==> config.mk <==
export PLATFORM = sky130hd
export DESIGN_NAME = stick_to_multiturn_wheel_axis
export DESIGN_NICKNAME = d
export VERILOG_FILES = /design/src/design/smwa_pkg.sv /design/src/design/smwa_ctrl.sv /design/src/design/smwa_dpath.sv /design/src/design/stick_to_multiturn_wheel_axis.sv
export VERILOG_INCLUDE_DIRS = /design/src /design/src/design
export SDC_FILE = /design/constraint.sdc
export NUM_CORES = 2
export LEC_CHECK = 0
export BUFFER_PORTS_ARGS = -buffer_cell sky130_fd_sc_hd__buf_2
export CORE_UTILIZATION = 35
export CTS_BUF_LIST = sky130_fd_sc_hd__clkbuf_16
export DETAILED_ROUTE_END_ITERATION = 16
export PLACE_DENSITY = 0.55
export SETUP_SLACK_MARGIN = 0.05
export SLEW_MARGIN = 25
export SYNTH_ARGS = -nofsm -noshare
export SYNTH_HDL_FRONTEND = slang
export SYNTH_SLANG_ARGS = --single-unit
==> constraint.sdc <==
create_clock -name clock -period 8.8 [get_ports clock]
set_input_delay 0.88 -clock clock [delete_from_list [all_inputs] [get_ports clock]]
set_output_delay 0.88 -clock clock [all_outputs]
set_load 0.02 [all_outputs]
==> src/design/assert_macros.svh <==
// ----------------------------------------------------------------------------
// Assertion macros for the stick-to-wheel block
// Shared checks, clocked on clock and disabled while reset is high.
// ----------------------------------------------------------------------------
`ifndef ASSERT_MACROS_SVH
`define ASSERT_MACROS_SVH

// check with an explicit failure message
`define SMWA_CHECK_MSG(lbl, prop, msg) \
   lbl: assert property (@(posedge clock) disable iff (reset) prop) else $error(msg);

// check with a generic failure message
`define SMWA_CHECK(lbl, prop) \
   `SMWA_CHECK_MSG(lbl, prop, "smwa: internal check failed")

`endif

==> src/design/smwa_pkg.sv <==
// ----------------------------------------------------------------------------
// smwa_pkg
// Types, constants and the arctangent table of the stick-to-wheel block.
// ----------------------------------------------------------------------------
package smwa_pkg;

   // fixed-point setup
   localparam int CORDIC_STEPS    = 16;
   localparam int ANGLE_FRAC_BITS = 7;
   localparam int ANG_ONE         = 1 << ANGLE_FRAC_BITS;
   localparam int DEG90           = 90 * ANG_ONE;
   localparam int DEG180          = 180 * ANG_ONE;
   localparam int DEG360          = 360 * ANG_ONE;
   localparam int Z_FRAC          = 16;
   localparam int RND_SHIFT       = Z_FRAC - ANGLE_FRAC_BITS;
   localparam int Q90             = 90 << Z_FRAC;

   // field widths
   localparam int XY_W       = 16;
   localparam int AXIS_W     = 16;
   localparam int OUT_ANG_W  = 19;
   localparam int TURN_W     = 4;
   localparam int RANGE_W    = 12;
   localparam int DZ_W       = 7;
   localparam int CSR_IDX_W  = 2;
   localparam int CSR_DATA_W = 12;

   // internal widths
   localparam int ANG_W   = ANGLE_FRAC_BITS + 9;
   localparam int THETA_W = ANGLE_FRAC_BITS + 7;
   localparam int TOT_W   = ANGLE_FRAC_BITS + 14;
   localparam int HALF_W  = RANGE_W + ANGLE_FRAC_BITS - 1;
   localparam int V_W     = RANGE_W + ANGLE_FRAC_BITS;
   localparam int NUM_W   = V_W + 16;
   localparam int QUO_W   = 16;
   localparam int CX_W    = 27;
   localparam int Z_W     = 25;
   localparam int ZC_W    = 23;
   localparam int CNT_W   = 5;
   localparam int MAXR_W  = 3;
   localparam int MAXR_N  = 6;
   localparam int SQ_W    = 32;
   localparam int LIM_W   = 22;
   localparam int M10K_W  = 46;
   localparam int LSQ_W   = 44;

   // register indexes
   localparam logic [CSR_IDX_W-1:0] CSR_WHEEL_RANGE = 2'd0;
   localparam logic [CSR_IDX_W-1:0] CSR_DEADZONE    = 2'd1;
   localparam logic [CSR_IDX_W-1:0] CSR_INVERT      = 2'd2;

   // reset and scaling constants
   localparam logic [RANGE_W-1:0] RANGE_RESET = 12'd900;
   localparam logic [AXIS_W-1:0]  HELD_RESET  = 16'd16385;
   localparam int                 AXIS_MIRROR = 32769;
   localparam int                 STICK_FULL  = 32767;
   localparam int                 PCT_SQ      = 10000;
   localparam int                 LOCK_STEP   = 720;
   localparam int                 LOCK_BIAS   = 360;

   typedef enum logic [3:0] {
      ST_IDLE,
      ST_SQUARE,
      ST_PROD,
      ST_DZONE,
      ST_CORDIC,
      ST_ANGLE,
      ST_TURN,
      ST_NUM,
      ST_DIV,
      ST_DONE
   } state_type;

   // controller to datapath
   typedef struct packed {
      logic             load;
      logic             square;
      logic             prod;
      logic             dzone;
      logic             cordic;
      logic             angle;
      logic             turn;
      logic             num;
      logic             div;
      logic             done;
      logic [CNT_W-1:0] idx;
   } cmd_type;

   // datapath to controller
   typedef struct packed {
      logic dead;
      logic on_axis;
      logic out_free;
   } stat_type;

   // atan(2^-i) in degrees times 2^16
   function automatic logic [21:0] atan_q16(input logic [CNT_W-1:0] i);
      logic [21:0] a;
      case (i)
         5'd0:  a = 22'd2949120;
         5'd1:  a = 22'd1740967;
         5'd2:  a = 22'd919879;
         5'd3:  a = 22'd466945;
         5'd4:  a = 22'd234379;
         5'd5:  a = 22'd117304;
         5'd6:  a = 22'd58666;
         5'd7:  a = 22'd29335;
         5'd8:  a = 22'd14668;
         5'd9:  a = 22'd7334;
         5'd10: a = 22'd3667;
         5'd11: a = 22'd1833;
         5'd12: a = 22'd917;
         5'd13: a = 22'd458;
         5'd14: a = 22'd229;
         5'd15: a = 22'd115;
         5'd16: a = 22'd57;
         5'd17: a = 22'd29;
         5'd18: a = 22'd14;
         5'd19: a = 22'd7;
         5'd20: a = 22'd4;
         5'd21: a = 22'd2;
         5'd22: a = 22'd1;
         default: a = 22'd0;
      endcase
      return a;
   endfunction

endpackage

==> src/design/smwa_ctrl.sv <==
// ----------------------------------------------------------------------------
// smwa_ctrl
// Sequencer: steps the datapath through dead-zone test, CORDIC, turn
// tracking and the axis division for one transaction at a time.
// ----------------------------------------------------------------------------
`include "assert_macros.svh"

module smwa_ctrl (
   input  logic               clock,
   input  logic               reset,
   input  logic               req_valid,
   output logic               req_ready,
   input  smwa_pkg::stat_type stat,
   output smwa_pkg::cmd_type  cmd
);
   import smwa_pkg::*;

   state_type        state_ff, state_in;
   logic [CNT_W-1:0] cnt_ff, cnt_in;

   // state and counter registers
   always_ff @(posedge clock) begin
      if (reset) begin
         state_ff <= ST_IDLE;
         cnt_ff   <= '0;
      end else begin
         state_ff <= state_in;
         cnt_ff   <= cnt_in;
      end
   end

   // next state and commands
   always_comb begin
      state_in  = state_ff;
      cnt_in    = cnt_ff;
      cmd       = '0;
      cmd.idx   = cnt_ff;
      req_ready = 1'b0;
      case (state_ff)
         ST_IDLE: begin
            req_ready = 1'b1;
            if (req_valid) begin
               cmd.load = 1'b1;
               state_in = ST_SQUARE;
            end
         end
         ST_SQUARE: begin
            cmd.square = 1'b1;
            state_in   = ST_PROD;
         end
         ST_PROD: begin
            cmd.prod = 1'b1;
            state_in = ST_DZONE;
         end
         ST_DZONE: begin
            cmd.dzone = 1'b1;
            cnt_in    = '0;
            if (stat.dead)
               state_in = ST_TURN;
            else if (stat.on_axis)
               state_in = ST_ANGLE;
            else
               state_in = ST_CORDIC;
         end
         ST_CORDIC: begin
            cmd.cordic = 1'b1;
            if (cnt_ff == CNT_W'(CORDIC_STEPS - 1))
               state_in = ST_ANGLE;
            else
               cnt_in = cnt_ff + CNT_W'(1);
         end
         ST_ANGLE: begin
            cmd.angle = 1'b1;
            state_in  = ST_TURN;
         end
         ST_TURN: begin
            cmd.turn = 1'b1;
            state_in = stat.dead ? ST_DONE : ST_NUM;
         end
         ST_NUM: begin
            cmd.num  = 1'b1;
            cnt_in   = CNT_W'(QUO_W - 1);
            state_in = ST_DIV;
         end
         ST_DIV: begin
            cmd.div = 1'b1;
            if (cnt_ff == '0)
               state_in = ST_DONE;
            else
               cnt_in = cnt_ff - CNT_W'(1);
         end
         ST_DONE: begin
            if (stat.out_free) begin
               cmd.done = 1'b1;
               state_in = ST_IDLE;
            end
         end
         default: begin
            state_in = ST_IDLE;
         end
      endcase
   end

   // op strobes sit above the step index in the command word
   `SMWA_CHECK_MSG(a_one_op, $onehot0(cmd[$bits(cmd_type)-1:CNT_W]), "smwa: overlapping ops")
   `SMWA_CHECK(a_div_ends, (cmd.div && cnt_ff == '0) |=> state_ff == ST_DONE)

endmodule

==> src/design/smwa_dpath.sv <==
// ----------------------------------------------------------------------------
// smwa_dpath
// Datapath: settings, dead-zone products, CORDIC vectoring, turn tracking,
// clip, restoring divider for the axis scale and the response register.
// ----------------------------------------------------------------------------
`include "assert_macros.svh"

module smwa_dpath (
   input  logic                                   clock,
   input  logic                                   reset,
   input  logic signed [smwa_pkg::XY_W-1:0]       req_stick_x,
   input  logic signed [smwa_pkg::XY_W-1:0]       req_stick_y,
   input  logic                                   csr_we,
   input  logic [smwa_pkg::CSR_IDX_W-1:0]         csr_index,
   input  logic [smwa_pkg::CSR_DATA_W-1:0]        csr_data,
   input  smwa_pkg::cmd_type                      cmd,
   output smwa_pkg::stat_type                     stat,
   output logic                                   rsp_valid,
   input  logic                                   rsp_ready,
   output logic [smwa_pkg::AXIS_W-1:0]            rsp_axis_value,
   output logic signed [smwa_pkg::OUT_ANG_W-1:0]  rsp_wheel_angle,
   output logic signed [smwa_pkg::TURN_W-1:0]     rsp_turn_count,
   output logic                                   rsp_deadzone_hit
);
   import smwa_pkg::*;

   localparam logic signed [TOT_W-1:0] DEG180_T = TOT_W'(DEG180);
   localparam logic signed [TOT_W-1:0] DEG360_T = TOT_W'(DEG360);

   // settings
   logic [RANGE_W-1:0] range_ff;
   logic [DZ_W-1:0]    dz_ff;
   logic               invert_ff;
   // sample and dead-zone products
   logic signed [XY_W-1:0] x_ff, y_ff;
   logic [SQ_W-1:0]        xx_ff, yy_ff;
   logic [LIM_W-1:0]       lim_ff;
   logic [M10K_W-1:0]      m10k_ff;
   logic [LSQ_W-1:0]       limsq_ff;
   // CORDIC
   logic signed [CX_W-1:0] cx_ff, cy_ff, dx, dy;
   logic signed [Z_W-1:0]  z_ff, atan_s;
   // angle and turns
   logic signed [ANG_W-1:0]     cur_ff, cur_in, prev_ff, cur_new_ff, cur_new_in;
   logic signed [TURN_W-1:0]    turn_ff, turn_new_ff, turn_new_in;
   logic signed [OUT_ANG_W-1:0] total_ff, total_in;
   logic [AXIS_W-1:0]           held_ff;
   // divider
   logic [NUM_W-1:0] rem_ff, rem_in;
   logic [QUO_W-1:0] q_ff, q_in;
   // response
   logic                        rsp_valid_ff;
   logic [AXIS_W-1:0]           axis_ff;
   logic signed [OUT_ANG_W-1:0] ang_out_ff;
   logic signed [TURN_W-1:0]    turn_out_ff;
   logic                        dead_out_ff;

   logic [RANGE_W-1:0]      range_eff;
   logic [HALF_W-1:0]       half;
   logic [V_W:0]            dsr;
   logic                    dead;
   logic [XY_W:0]           abs_x, abs_y;
   logic [ZC_W-1:0]         zc;
   logic [THETA_W-1:0]      theta;
   logic signed [TOT_W-1:0] half_s, cur_x, last_x, base, total_raw, lock_off, v_full;
   logic signed [TURN_W:0]  turns_adj;
   logic [RANGE_W:0]        rp;
   logic [MAXR_W-1:0]       maxr;
   logic [NUM_W:0]          dsh;
   logic [AXIS_W-1:0]       axis_raw;

   // settings registers
   always_ff @(posedge clock) begin
      if (reset) begin
         range_ff  <= RANGE_RESET;
         dz_ff     <= '0;
         invert_ff <= 1'b0;
      end else if (csr_we) begin
         case (csr_index)
            CSR_WHEEL_RANGE: range_ff  <= csr_data[RANGE_W-1:0];
            CSR_DEADZONE:    dz_ff     <= csr_data[DZ_W-1:0];
            CSR_INVERT:      invert_ff <= csr_data[0];
            default: ;
         endcase
      end
   end

   // range-derived values
   always_comb begin
      range_eff = (range_ff == '0) ? RANGE_W'(1) : range_ff;
      half      = HALF_W'(range_eff) << (ANGLE_FRAC_BITS - 1);
      half_s    = $signed(TOT_W'(half));
      dsr       = (V_W + 1)'(range_eff) << (ANGLE_FRAC_BITS + 1);
      rp        = (RANGE_W + 1)'(range_eff) + (RANGE_W + 1)'(LOCK_BIAS);
      maxr      = '0;
      for (int k = 1; k <= MAXR_N; k++) begin
         if (rp >= (RANGE_W + 1)'(k * LOCK_STEP))
            maxr = MAXR_W'(k);
      end
   end

   // status
   always_comb begin
      dead          = (M10K_W'(limsq_ff) >= m10k_ff);
      stat.dead     = dead;
      stat.on_axis  = (x_ff == '0) || (y_ff == '0);
      stat.out_free = !rsp_valid_ff || rsp_ready;
      abs_x = x_ff[XY_W-1] ? ((XY_W + 1)'(0) - (XY_W + 1)'(x_ff)) : (XY_W + 1)'(x_ff);
      abs_y = y_ff[XY_W-1] ? ((XY_W + 1)'(0) - (XY_W + 1)'(y_ff)) : (XY_W + 1)'(y_ff);
   end

   // sample capture and dead-zone products
   always_ff @(posedge clock) begin
      if (cmd.load) begin
         x_ff <= req_stick_x;
         y_ff <= req_stick_y;
      end
      if (cmd.square) begin
         // operands sign-extended so the full square is kept
         xx_ff  <= SQ_W'(x_ff) * SQ_W'(x_ff);
         yy_ff  <= SQ_W'(y_ff) * SQ_W'(y_ff);
         lim_ff <= LIM_W'(dz_ff) * LIM_W'(STICK_FULL);
      end
      if (cmd.prod) begin
         m10k_ff  <= M10K_W'((SQ_W + 1)'(xx_ff) + (SQ_W + 1)'(yy_ff)) * M10K_W'(PCT_SQ);
         limsq_ff <= LSQ_W'(lim_ff) * LSQ_W'(lim_ff);
      end
   end

   // CORDIC vectoring step
   always_comb begin
      dx     = cy_ff >>> cmd.idx;
      dy     = cx_ff >>> cmd.idx;
      atan_s = $signed(Z_W'(atan_q16(cmd.idx)));
   end

   always_ff @(posedge clock) begin
      if (cmd.dzone) begin
         cx_ff <= $signed(CX_W'(abs_y) << 8);
         cy_ff <= $signed(CX_W'(abs_x) << 8);
         z_ff  <= '0;
      end else if (cmd.cordic) begin
         if (cy_ff >= 0) begin
            cx_ff <= cx_ff + dx;
            cy_ff <= cy_ff - dy;
            z_ff  <= z_ff + atan_s;
         end else begin
            cx_ff <= cx_ff - dx;
            cy_ff <= cy_ff + dy;
            z_ff  <= z_ff - atan_s;
         end
      end
   end

   // clamp, round and map the angle to its quadrant
   always_comb begin
      if (z_ff < 0)
         zc = '0;
      else if (z_ff > Z_W'(Q90))
         zc = ZC_W'(Q90);
      else
         zc = ZC_W'(z_ff);
      theta = THETA_W'((zc + ZC_W'(1 << (RND_SHIFT - 1))) >> RND_SHIFT);
      if (x_ff == '0)
         cur_in = (y_ff >= 0) ? '0 : ANG_W'(DEG180);
      else if (y_ff == '0)
         cur_in = (x_ff > 0) ? ANG_W'(DEG90) : -ANG_W'(DEG90);
      else if (x_ff > 0)
         cur_in = (y_ff > 0) ? $signed(ANG_W'(theta))
                             : ANG_W'(DEG180) - $signed(ANG_W'(theta));
      else if (y_ff > 0)
         cur_in = -$signed(ANG_W'(theta));
      else if (theta == '0)
         cur_in = ANG_W'(DEG180);
      else
         cur_in = $signed(ANG_W'(theta)) - ANG_W'(DEG180);
   end

   // turn tracking and clip at the locks
   always_comb begin
      cur_x     = TOT_W'(cur_ff);
      last_x    = TOT_W'(prev_ff);
      turns_adj = (TURN_W + 1)'(turn_ff);
      if (dead) begin
         base = last_x;
      end else begin
         base = cur_x;
         if (cur_x < 0 && cur_x < last_x - DEG180_T)
            turns_adj = turns_adj + (TURN_W + 1)'(1);
         else if (cur_x > 0 && cur_x > last_x + DEG180_T)
            turns_adj = turns_adj - (TURN_W + 1)'(1);
      end
      total_raw   = base + TOT_W'(turns_adj * DEG360_T);
      lock_off    = TOT_W'($signed({1'b0, maxr}) * DEG360_T);
      total_in    = OUT_ANG_W'(total_raw);
      cur_new_in  = ANG_W'(base);
      turn_new_in = TURN_W'(turns_adj);
      if (total_raw > half_s) begin
         total_in    = OUT_ANG_W'(half_s);
         cur_new_in  = ANG_W'(half_s - lock_off);
         turn_new_in = TURN_W'(maxr);
      end else if (total_raw < -half_s) begin
         total_in    = OUT_ANG_W'(-half_s);
         cur_new_in  = ANG_W'(lock_off - half_s);
         turn_new_in = -TURN_W'(maxr);
      end
   end

   always_ff @(posedge clock) begin
      if (cmd.angle)
         cur_ff <= cur_in;
      if (cmd.turn) begin
         total_ff    <= total_in;
         cur_new_ff  <= cur_new_in;
         turn_new_ff <= turn_new_in;
      end
   end

   // rounding divider: (2*v*32767 + den) / (2*den), one quotient bit a cycle
   always_comb begin
      v_full = TOT_W'(total_ff) + half_s;
      dsh    = (NUM_W + 1)'(dsr) << cmd.idx;
      rem_in = rem_ff;
      q_in   = q_ff;
      if (cmd.num) begin
         rem_in = (NUM_W'(v_full[V_W-1:0]) << 16) - (NUM_W'(v_full[V_W-1:0]) << 1)
                  + NUM_W'(dsr >> 1);
         q_in   = '0;
      end else if (cmd.div) begin
         if ({1'b0, rem_ff} >= dsh) begin
            rem_in = rem_ff - NUM_W'(dsh);
            q_in   = {q_ff[QUO_W-2:0], 1'b1};
         end else begin
            q_in   = {q_ff[QUO_W-2:0], 1'b0};
         end
      end
   end

   always_ff @(posedge clock) begin
      rem_ff <= rem_in;
      q_ff   <= q_in;
   end

   // wheel state
   assign axis_raw = dead ? held_ff : q_ff + AXIS_W'(1);

   always_ff @(posedge clock) begin
      if (reset) begin
         prev_ff <= '0;
         turn_ff <= '0;
         held_ff <= HELD_RESET;
      end else if (cmd.done && !dead) begin
         prev_ff <= cur_new_ff;
         turn_ff <= turn_new_ff;
         held_ff <= axis_raw;
      end
   end

   // response register
   always_ff @(posedge clock) begin
      if (reset)
         rsp_valid_ff <= 1'b0;
      else if (cmd.done)
         rsp_valid_ff <= 1'b1;
      else if (rsp_ready)
         rsp_valid_ff <= 1'b0;
   end

   always_ff @(posedge clock) begin
      if (cmd.done) begin
         axis_ff     <= invert_ff ? AXIS_W'((AXIS_W + 1)'(AXIS_MIRROR) - (AXIS_W + 1)'(axis_raw))
                                  : axis_raw;
         ang_out_ff  <= total_ff;
         turn_out_ff <= dead ? turn_ff : turn_new_ff;
         dead_out_ff <= dead;
      end
   end

   assign rsp_valid        = rsp_valid_ff;
   assign rsp_axis_value   = axis_ff;
   assign rsp_wheel_angle  = ang_out_ff;
   assign rsp_turn_count   = turn_out_ff;
   assign rsp_deadzone_hit = dead_out_ff;

   `SMWA_CHECK_MSG(a_no_overwrite, cmd.done |-> (!rsp_valid_ff || rsp_ready), "smwa: lost rsp")
   `SMWA_CHECK(a_done_valid, cmd.done |=> rsp_valid_ff)
   `SMWA_CHECK(a_turn_range, (turn_ff <= TURN_W'(MAXR_N)) && (turn_ff >= -TURN_W'(MAXR_N)))
   `SMWA_CHECK(a_prev_range, (prev_ff <= ANG_W'(DEG180)) && (prev_ff >= -ANG_W'(DEG180)))

endmodule

==> src/design/stick_to_multiturn_wheel_axis.sv <==
// ----------------------------------------------------------------------------
// stick_to_multiturn_wheel_axis
// Thumbstick sample to multi-turn steering wheel axis value.
// ----------------------------------------------------------------------------
// A sample in the dead zone skips the CORDIC and the divider, a stick on an
// axis skips only the 16-step CORDIC; all others run it and the 16-step divider.
// One transaction in flight; the next is accepted the cycle after the result
// is loaded into the response register.
// Reset (synchronous): range 900, no dead zone, no invert, angle and turns 0,
// held axis 16385 (centered).
module stick_to_multiturn_wheel_axis (
   input  logic                                  clock,
   input  logic                                  reset,
   input  logic                                  req_valid,
   output logic                                  req_ready,
   input  logic signed [smwa_pkg::XY_W-1:0]      req_stick_x,
   input  logic signed [smwa_pkg::XY_W-1:0]      req_stick_y,
   output logic                                  rsp_valid,
   input  logic                                  rsp_ready,
   output logic [smwa_pkg::AXIS_W-1:0]           rsp_axis_value,
   output logic signed [smwa_pkg::OUT_ANG_W-1:0] rsp_wheel_angle,
   output logic signed [smwa_pkg::TURN_W-1:0]    rsp_turn_count,
   output logic                                  rsp_deadzone_hit,
   input  logic                                  csr_we,
   input  logic [smwa_pkg::CSR_IDX_W-1:0]        csr_index,
   input  logic [smwa_pkg::CSR_DATA_W-1:0]       csr_data
);
   import smwa_pkg::*;

   cmd_type  cmd;
   stat_type stat;

   // sequencer
   smwa_ctrl u_ctrl (
      .clock     (clock),
      .reset     (reset),
      .req_valid (req_valid),
      .req_ready (req_ready),
      .stat      (stat),
      .cmd       (cmd)
   );

   // arithmetic and state
   smwa_dpath u_dpath (
      .clock            (clock),
      .reset            (reset),
      .req_stick_x      (req_stick_x),
      .req_stick_y      (req_stick_y),
      .csr_we           (csr_we),
      .csr_index        (csr_index),
      .csr_data         (csr_data),
      .cmd              (cmd),
      .stat             (stat),
      .rsp_valid        (rsp_valid),
      .rsp_ready        (rsp_ready),
      .rsp_axis_value   (rsp_axis_value),
      .rsp_wheel_angle  (rsp_wheel_angle),
      .rsp_turn_count   (rsp_turn_count),
      .rsp_deadzone_hit (rsp_deadzone_hit)
   );

endmodule
Yosys cells after proc, flatten, opt, wreduce, memory -nomap -nowiden
Memories as Yosys holds them, arrays and structs flattened. A register that Yosys moved wholly into a read port is not among the register bits.
Cells that the tools add are included.
{"block": "totals", "memories": 1, "wordCells": 209, "regBits": 495, "mem_bits_ro": 704, "in_bits": 51}
{"memory": "(name not given)", "depth": 32, "width": 22, "rd": 1, "rd_ports_with_merged_regs": 1, "write_ports": 0, "line": "smwa_pkg.sv:99", "rtl": "case (i)"}
{"block": "op_classes", "reduce_logical": 25, "n_mux": 71, "eq_ne": 18, "addsub": 31, "magnitude_cmp": 20, "n_shift": 3, "mul": 7}
{"op": "two-way mux 16 bit", "count": 11}
{"op": "two-way mux 25 bit", "count": 5}
{"op": "two-way mux 35 bit", "count": 3}
{"op": "multiplier 16 x 16 -> 32 bit", "count": 2}
{"op": "adder 27 bit", "count": 2}
{"op": "two-way mux 27 bit", "count": 2}
{"op": ">>> shifter 27 x 5 -> 27 bit", "count": 2}
{"op": "subtractor 27 bit", "count": 2}
{"op": "greater-than comparator 16 x 1 -> 1 bit (second input constant)", "count": 3}
{"op": "greater-or-equal comparator 44 x 46 -> 1 bit", "count": 1}
{"op": "multiplier 46 x 10 -> 42 bit (second input constant)", "count": 1}
{"op": "two-way mux 23 bit", "count": 2}
{"op": "multiplier 22 x 22 -> 44 bit", "count": 1}
{"op": "case mux 4 bit (10 select lines)", "count": 1}
{"op": "greater-or-equal comparator 13 x 12 -> 1 bit (second input constant)", "count": 3}
{"op": "greater-or-equal comparator 35 x 36 -> 1 bit", "count": 1}
{"op": "left shift 20 x 5 -> 36 bit", "count": 1}
{"op": "adder 35 x 19 -> 35 bit", "count": 1}
{"op": "two-way mux 5 bit", "count": 7}
{"op": "subtractor 35 x 20 -> 35 bit", "count": 1}
{"op": "subtractor 35 bit", "count": 1}
{"op": "two-way mux 17 bit", "count": 2}
{"op": "subtractor 1 x 16 -> 17 bit (first input constant)", "count": 2}
{"op": "adder 32 x 32 -> 33 bit", "count": 1}
{"op": "other kinds (68)", "count": 117}

Longest topological paths before layout
{"block": "logic_depth", "ltp_word": 14, "mapped_depth": 41}

By module
From an unflattened synthesis, not the netlist that was laid out.
{"block": "unflattened", "hier_cells": 8017, "area_unflattened_um2": 74564.0}
{"module": "smwa_dpath", "instances": 1, "cells_per_inst": 7908, "seq_area_each_um2": 12782.3, "area_each_um2": 73770.8}
{"module": "smwa_ctrl", "instances": 1, "cells_per_inst": 109, "seq_area_each_um2": 180.2, "area_each_um2": 793.3}

Least setup slack after synthesis
OpenSTA, ideal clock, no wires.
{"block": "synth_timing", "path_type": "register to register", "from": "register u_dpath.limsq_ff[39]", "to": "register u_dpath.turn_new_ff[0], data pin", "path_slack_ps": -6, "period_less_slack_ps": 8806, "setup_ps": 260, "arrival_time_ps": 8546, "stages_incl_launch_ff": 33, "path_buffers": 2, "path_cell_list": "edfxtp_1 ha_1 a21o_1 a21oi_1 nor2_1 a2111oi_0 o22ai_1 nor3_1 clkbuf_1 clkinv_1 o311ai_0 ha_1 ha_1 fa_1 ha_1 fa_1 a21oi_1 nor2_1 nor2_1 xnor2_1 ha_1 inv_1 o21bai_1 a21oi_1 xnor3_1 xnor2_1 inv_1 ha_1 or4_1 o21a_1 clkbuf_1 nand2_1 mux2_2"}
{"block": "synth_via", "elab_chain_len": 7}
{"item": "start: declaration", "line": "smwa_dpath.sv:39", "rtl": "logic [LSQ_W-1:0] limsq_ff;"}
{"item": "start signal: assignment", "line": "smwa_dpath.sv:126", "rtl": "limsq_ff <= LSQ_W'(lim_ff) * LSQ_W'(lim_ff);"}
{"item": "greater-or-equal comparator 44 x 46 -> 1 bit *", "line": "smwa_dpath.sv:104", "rtl": "dead = (M10K_W'(limsq_ff) >= m10k_ff);"}
{"item": "named net u_dpath.dead", "line": "smwa_dpath.sv:61", "rtl": "logic dead;"}
{"item": "two-way mux 5 bit", "line": "smwa_dpath.sv:184", "rtl": "if (dead) begin"}
{"item": "multiplier 5 x 7 -> 11 bit", "line": "smwa_dpath.sv:193", "rtl": "total_raw = base + TOT_W'(turns_adj * DEG360_T);"}
{"item": "adder 21 bit", "line": "smwa_dpath.sv:193"}
{"item": "less-than comparator 21 bit", "line": "smwa_dpath.sv:202", "rtl": "end else if (total_raw < -half_s) begin"}
{"item": "two-way mux 4 bit", "line": "smwa_dpath.sv:202"}
{"item": "two-way mux 3 bit *", "line": "smwa_dpath.sv:198", "rtl": "if (total_raw > half_s) begin"}
{"item": "named net u_dpath.turn_new_in[0]", "line": "smwa_dpath.sv:45", "rtl": "logic signed [TURN_W-1:0] turn_ff, turn_new_ff, turn_new_in;"}
{"item": "end signal: assignment", "line": "smwa_dpath.sv:215", "rtl": "turn_new_ff <= turn_new_in;"}
{"item": "end: declaration", "line": "smwa_dpath.sv:45"}
The timed path passes the listed nets; every way through them passes the cells marked *.
A chain may end at the register's enable or synchronous reset.

Final worst setup path
{"block": "layout_timing", "from": "register u_dpath.prev_ff[10]", "to": "register u_dpath.total_ff[13], data pin"}
{"block": "layout_via", "elab_chain_len": 11}
{"item": "start: declaration", "line": "smwa_dpath.sv:44", "rtl": "logic signed [ANG_W-1:0] cur_ff, cur_in, prev_ff, cur_new_ff, cur_new_in;"}
{"item": "start signal: assignment", "line": "smwa_dpath.sv:253", "rtl": "prev_ff <= cur_new_ff;"}
{"item": "adder 16 x 16 -> 17 bit", "line": "smwa_dpath.sv:190", "rtl": "else if (cur_x > 0 && cur_x > last_x + DEG180_T)"}
{"item": "greater-than comparator 16 x 17 -> 1 bit", "line": "smwa_dpath.sv:190"}
{"item": "logical AND 1 bit", "line": "smwa_dpath.sv:190"}
{"item": "two-way mux 5 bit", "line": "smwa_dpath.sv:190"}
{"item": "two-way mux 5 bit", "line": "smwa_dpath.sv:188", "rtl": "if (cur_x < 0 && cur_x < last_x - DEG180_T)"}
{"item": "two-way mux 5 bit", "line": "smwa_dpath.sv:184"}
{"item": "multiplier 5 x 7 -> 11 bit", "line": "smwa_dpath.sv:193"}
{"item": "adder 21 bit *", "line": "smwa_dpath.sv:193"}
{"item": "less-than comparator 21 bit", "line": "smwa_dpath.sv:202"}
{"item": "two-way mux 19 bit", "line": "smwa_dpath.sv:202"}
{"item": "two-way mux 18 bit *", "line": "smwa_dpath.sv:198"}
{"item": "named net u_dpath.total_in[13]", "line": "smwa_dpath.sv:46", "rtl": "logic signed [OUT_ANG_W-1:0] total_ff, total_in;"}
{"item": "end signal: assignment", "line": "smwa_dpath.sv:213", "rtl": "total_ff <= total_in;"}
{"item": "end: declaration", "line": "smwa_dpath.sv:46"}
Marks and branches as above.

==> reports/metrics.cfg <==
[layout]
nets=9856
num-fill-cells=21116
drive_above_1_share_pct=7.02
top_library_cells_by_usage_in_the_layout_fill_and_taps_aside=sky130_fd_sc_hd__inv_1, sky130_fd_sc_hd__fa_1, sky130_fd_sc_hd__ha_1
area_delta_synth_final_pct=9.02
layout_commonest_cell=sky130_fd_sc_hd__inv_1

[synthesis]
total_of_flip_flops_plus_latches_after_synthesis=496
post_synth_edffs=347
yosysSeqAreaShare_pct=18.0
synth.net_count=9793
syn_inst=7959
synth_top_flop_cell=sky130_fd_sc_hd__edfxtp_1
synth.avg_cell_area_um2=9.34
yosys_cell_types=94
yosys_warns=0
async_reset_ff_share_pct=0
syn_area_mm2=0.0743

[routing]
drt_pre_antenna_iters=6
detail_route.drc_violations=0
detail_route.wl_per_cell_um=18.1
drt_first_iter_violations=4096
drtAntennaViolNets=0
wl_um=197000
via_count=55670
post_drt_via_cell_ratio=5.11

[placed_design]
portBuffers=92
dp_hpwl_um=159000
place.gp.congestion=0.908

[timing]
achievable-frequency_mhz=121
grt_setup_unrepaired=no
slew_headroom_pct=29.2
timing.setup.tns_ns=0
report.final.slew_viol_count=0
final.period_utilization_pct=94.0
hold_violation_total_from_the_final_report=0
clock-skew-final_ns=0.0453
final-setup-viol-count=0
worst_slew_pin_slew_ns=1.06
post-route-min-period_ns=8.28

[worst_setup_path]
cp.required_ns=9.26
path_delay_family=adder cells
timing.critical_path.fanout_max=15
timing.critical_path.arrival_ns=8.73
path_class=reg -> reg
worst_path_buffer_plus_inverter_count=4
cpMostUsedCell=sky130_fd_sc_hd__ha_1
slowest_stage=sky130_fd_sc_hd__or4_1
worstSetupEndpointType=flop
worst_setup_sp_type=flop
critPathMaxStageDelay_ns=0.55

[worst_hold_path]
min_path_type=in -> reg

[floorplan]
die_h_um=463
fp.coreArea_mm2=0.210
die_x_um=463
floorplan.initialDensity_pct=35.3
boundaryPins=93
die_area_mm2=0.214
placement_rows=168

[outcome]
run_status=completed

[cts]
count_of_clock_tree_sinks=496
cts.hold.buffers_added=0
clk_root_buffer_cell=sky130_fd_sc_hd__clkbuf_16
insertion_delay_ns=0.72
clkSlewWorstSetupHoldPaths_ns=0.07
buffers_from_clock_root_to_sink_at_most=3
htreeDepth=3
cts_made_buffers=68
tritoncts=done

[grt]
gr-usage-all-layers_pct=18.5
grt_first_pass_wirelength_um=318000
grt_antenna_before_repair=6
number_of_global_route_vias_before_repair=56641
grt-ovfl-total=0
grt_max_degree=78

[job]
timing.max_cap.violations=0

==> final timing paths <==
check / end / cells after the start / slack, ns / startpoint
max: u_dpath.total_ff[13] / 34 / 0.52 / u_dpath.prev_ff[10]
min: u_dpath.y_ff[4] / 1 / 0.36 / req_stick_y[4]
max reg2reg: u_dpath.total_ff[13] / 34 / 0.52 / u_dpath.prev_ff[10]
min reg2reg: u_dpath.prev_ff[5] / 2 / 0.45 / u_dpath.prev_ff[5]
==> registers in the layout, summed over array words and instances, names as in the netlist, 22 cells and up <==
| name | count |
|---|---|
| u_dpath.xx_ff | 31 |
| u_dpath.limsq_ff | 43 |
| u_dpath.cx_ff | 27 |
| u_dpath.lim_ff | 22 |
| u_dpath.rem_ff | 27 |
| u_dpath.cy_ff | 27 |
| u_dpath.atan_s | 22 |
| u_dpath.z_ff | 25 |
| u_dpath.m10k_ff | 42 |
| u_dpath.yy_ff | 31 |
==> layout make-up <==
class / instances / area [um^2] / area share, %
diodes: 2 / 5.00 / 0.00618
flip-flops and latches: 496 / 13400 / 16.6
well taps: 2805 / 3510 / 4.33
multi-input cells: 5840 / 54900 / 67.7
clock buffers: 72 / 1800 / 2.22
clock inverters: 53 / 559 / 0.690
inverters: 1349 / 5060 / 6.25
repair buffers: 267 / 1790 / 2.21
==> repair_timing <==
item | in CTS | in global routing
buffers inserted | 0 | 7
setup endpoints to repair | 0 | 32
gates resized for setup | 0 | 18
==> stage by stage <==
step                      hold slack (ns)  instance area, um^2  utilization, %  cells  setup slack (ns)
after floorplan                     0.430                74300               -   7959            0.0928
after global placement              0.438                78500            37.4  10750             0.283
after detailed placement            0.448                78500            37.4  10750             0.302
after CTS                           0.301                80900            38.5  10875             0.244
after global routing                0.320                81000            38.5  10883            0.0192
final                               0.362                81000            38.5  10884             0.525
==> per-layer routing <==
layer	vias up	share of wire [%]	routed length, um	track usage, %
met4	2	1.8	3620	3.64
met1	27634	47	92600	26.3
met2	1258	46	91000	29.9
met3	201	5.2	10300	2.50
li1	26575	-	-	-
met5	-	0.0056	11	0
==> synth_stat cells, types with 16 or more instances <==
| library cell | count | area share, % |
|---|---|---|
| sky130_fd_sc_hd__and2_1 | 212 | 1.8 |
| sky130_fd_sc_hd__o22ai_1 | 50 | 0.42 |
| sky130_fd_sc_hd__a211o_1 | 18 | 0.21 |
| sky130_fd_sc_hd__fa_1 | 950 | 26 |
| sky130_fd_sc_hd__ha_1 | 833 | 14 |
| sky130_fd_sc_hd__nor3_1 | 139 | 0.94 |
| sky130_fd_sc_hd__mux2_2 | 30 | 0.45 |
| sky130_fd_sc_hd__clkbuf_1 | 237 | 1.2 |
| sky130_fd_sc_hd__a21o_1 | 147 | 1.5 |
| sky130_fd_sc_hd__buf_1 | 18 | 0.091 |
| sky130_fd_sc_hd__o21bai_1 | 47 | 0.47 |
| sky130_fd_sc_hd__and3_1 | 44 | 0.37 |
| sky130_fd_sc_hd__nand2b_1 | 72 | 0.61 |
| sky130_fd_sc_hd__o21a_1 | 71 | 0.72 |
| sky130_fd_sc_hd__nor2b_1 | 55 | 0.46 |
| sky130_fd_sc_hd__nand4_1 | 40 | 0.34 |
| sky130_fd_sc_hd__or2_2 | 40 | 0.34 |
| sky130_fd_sc_hd__o21ai_0 | 282 | 1.9 |
| sky130_fd_sc_hd__mux2i_1 | 76 | 1.0 |
| sky130_fd_sc_hd__a21oi_1 | 394 | 2.7 |
| sky130_fd_sc_hd__a211oi_1 | 47 | 0.47 |
| sky130_fd_sc_hd__or3_1 | 43 | 0.36 |
| sky130_fd_sc_hd__xnor2_1 | 330 | 3.9 |
| sky130_fd_sc_hd__clkinv_1 | 25 | 0.13 |
| sky130_fd_sc_hd__nor2_1 | 484 | 2.4 |
| sky130_fd_sc_hd__o211ai_1 | 26 | 0.26 |
| sky130_fd_sc_hd__nand3_1 | 101 | 0.68 |
| sky130_fd_sc_hd__nand2_1 | 686 | 3.5 |
| sky130_fd_sc_hd__edfxtp_1 | 347 | 14 |
| sky130_fd_sc_hd__o31ai_1 | 55 | 0.56 |
| sky130_fd_sc_hd__a21boi_0 | 16 | 0.16 |
| sky130_fd_sc_hd__xor2_1 | 171 | 2.0 |
| sky130_fd_sc_hd__nor4_1 | 32 | 0.27 |
| sky130_fd_sc_hd__inv_1 | 1318 | 6.7 |
| sky130_fd_sc_hd__mux4_2 | 67 | 2.0 |
| sky130_fd_sc_hd__a31oi_1 | 39 | 0.33 |
| sky130_fd_sc_hd__dfxtp_1 | 149 | 4.0 |
==> logic make-up (layout without fill, tap and decap cells) <==
| logic type | Yosys count | after routing | share of synthesized area, % |
|---|---|---|---|
| xor+xnor | 503 | 503 | 5.97 |
| compound gates | 1356 | 1356 | 11.6 |
| buf+inv | 1623 | 1741 | 8.29 |
| flops | 496 | 496 | 18.0 |
| mux | 176 | 176 | 3.60 |
| other cells | 0 | 2 | 0 |
| simple gates | 2022 | 2022 | 12.9 |
| fa+ha+maj | 1783 | 1783 | 39.6 |
Power is left out: the tool's default activity adds up to more than one toggle a clock period on the data nets, which glitch-free logic cannot reach.
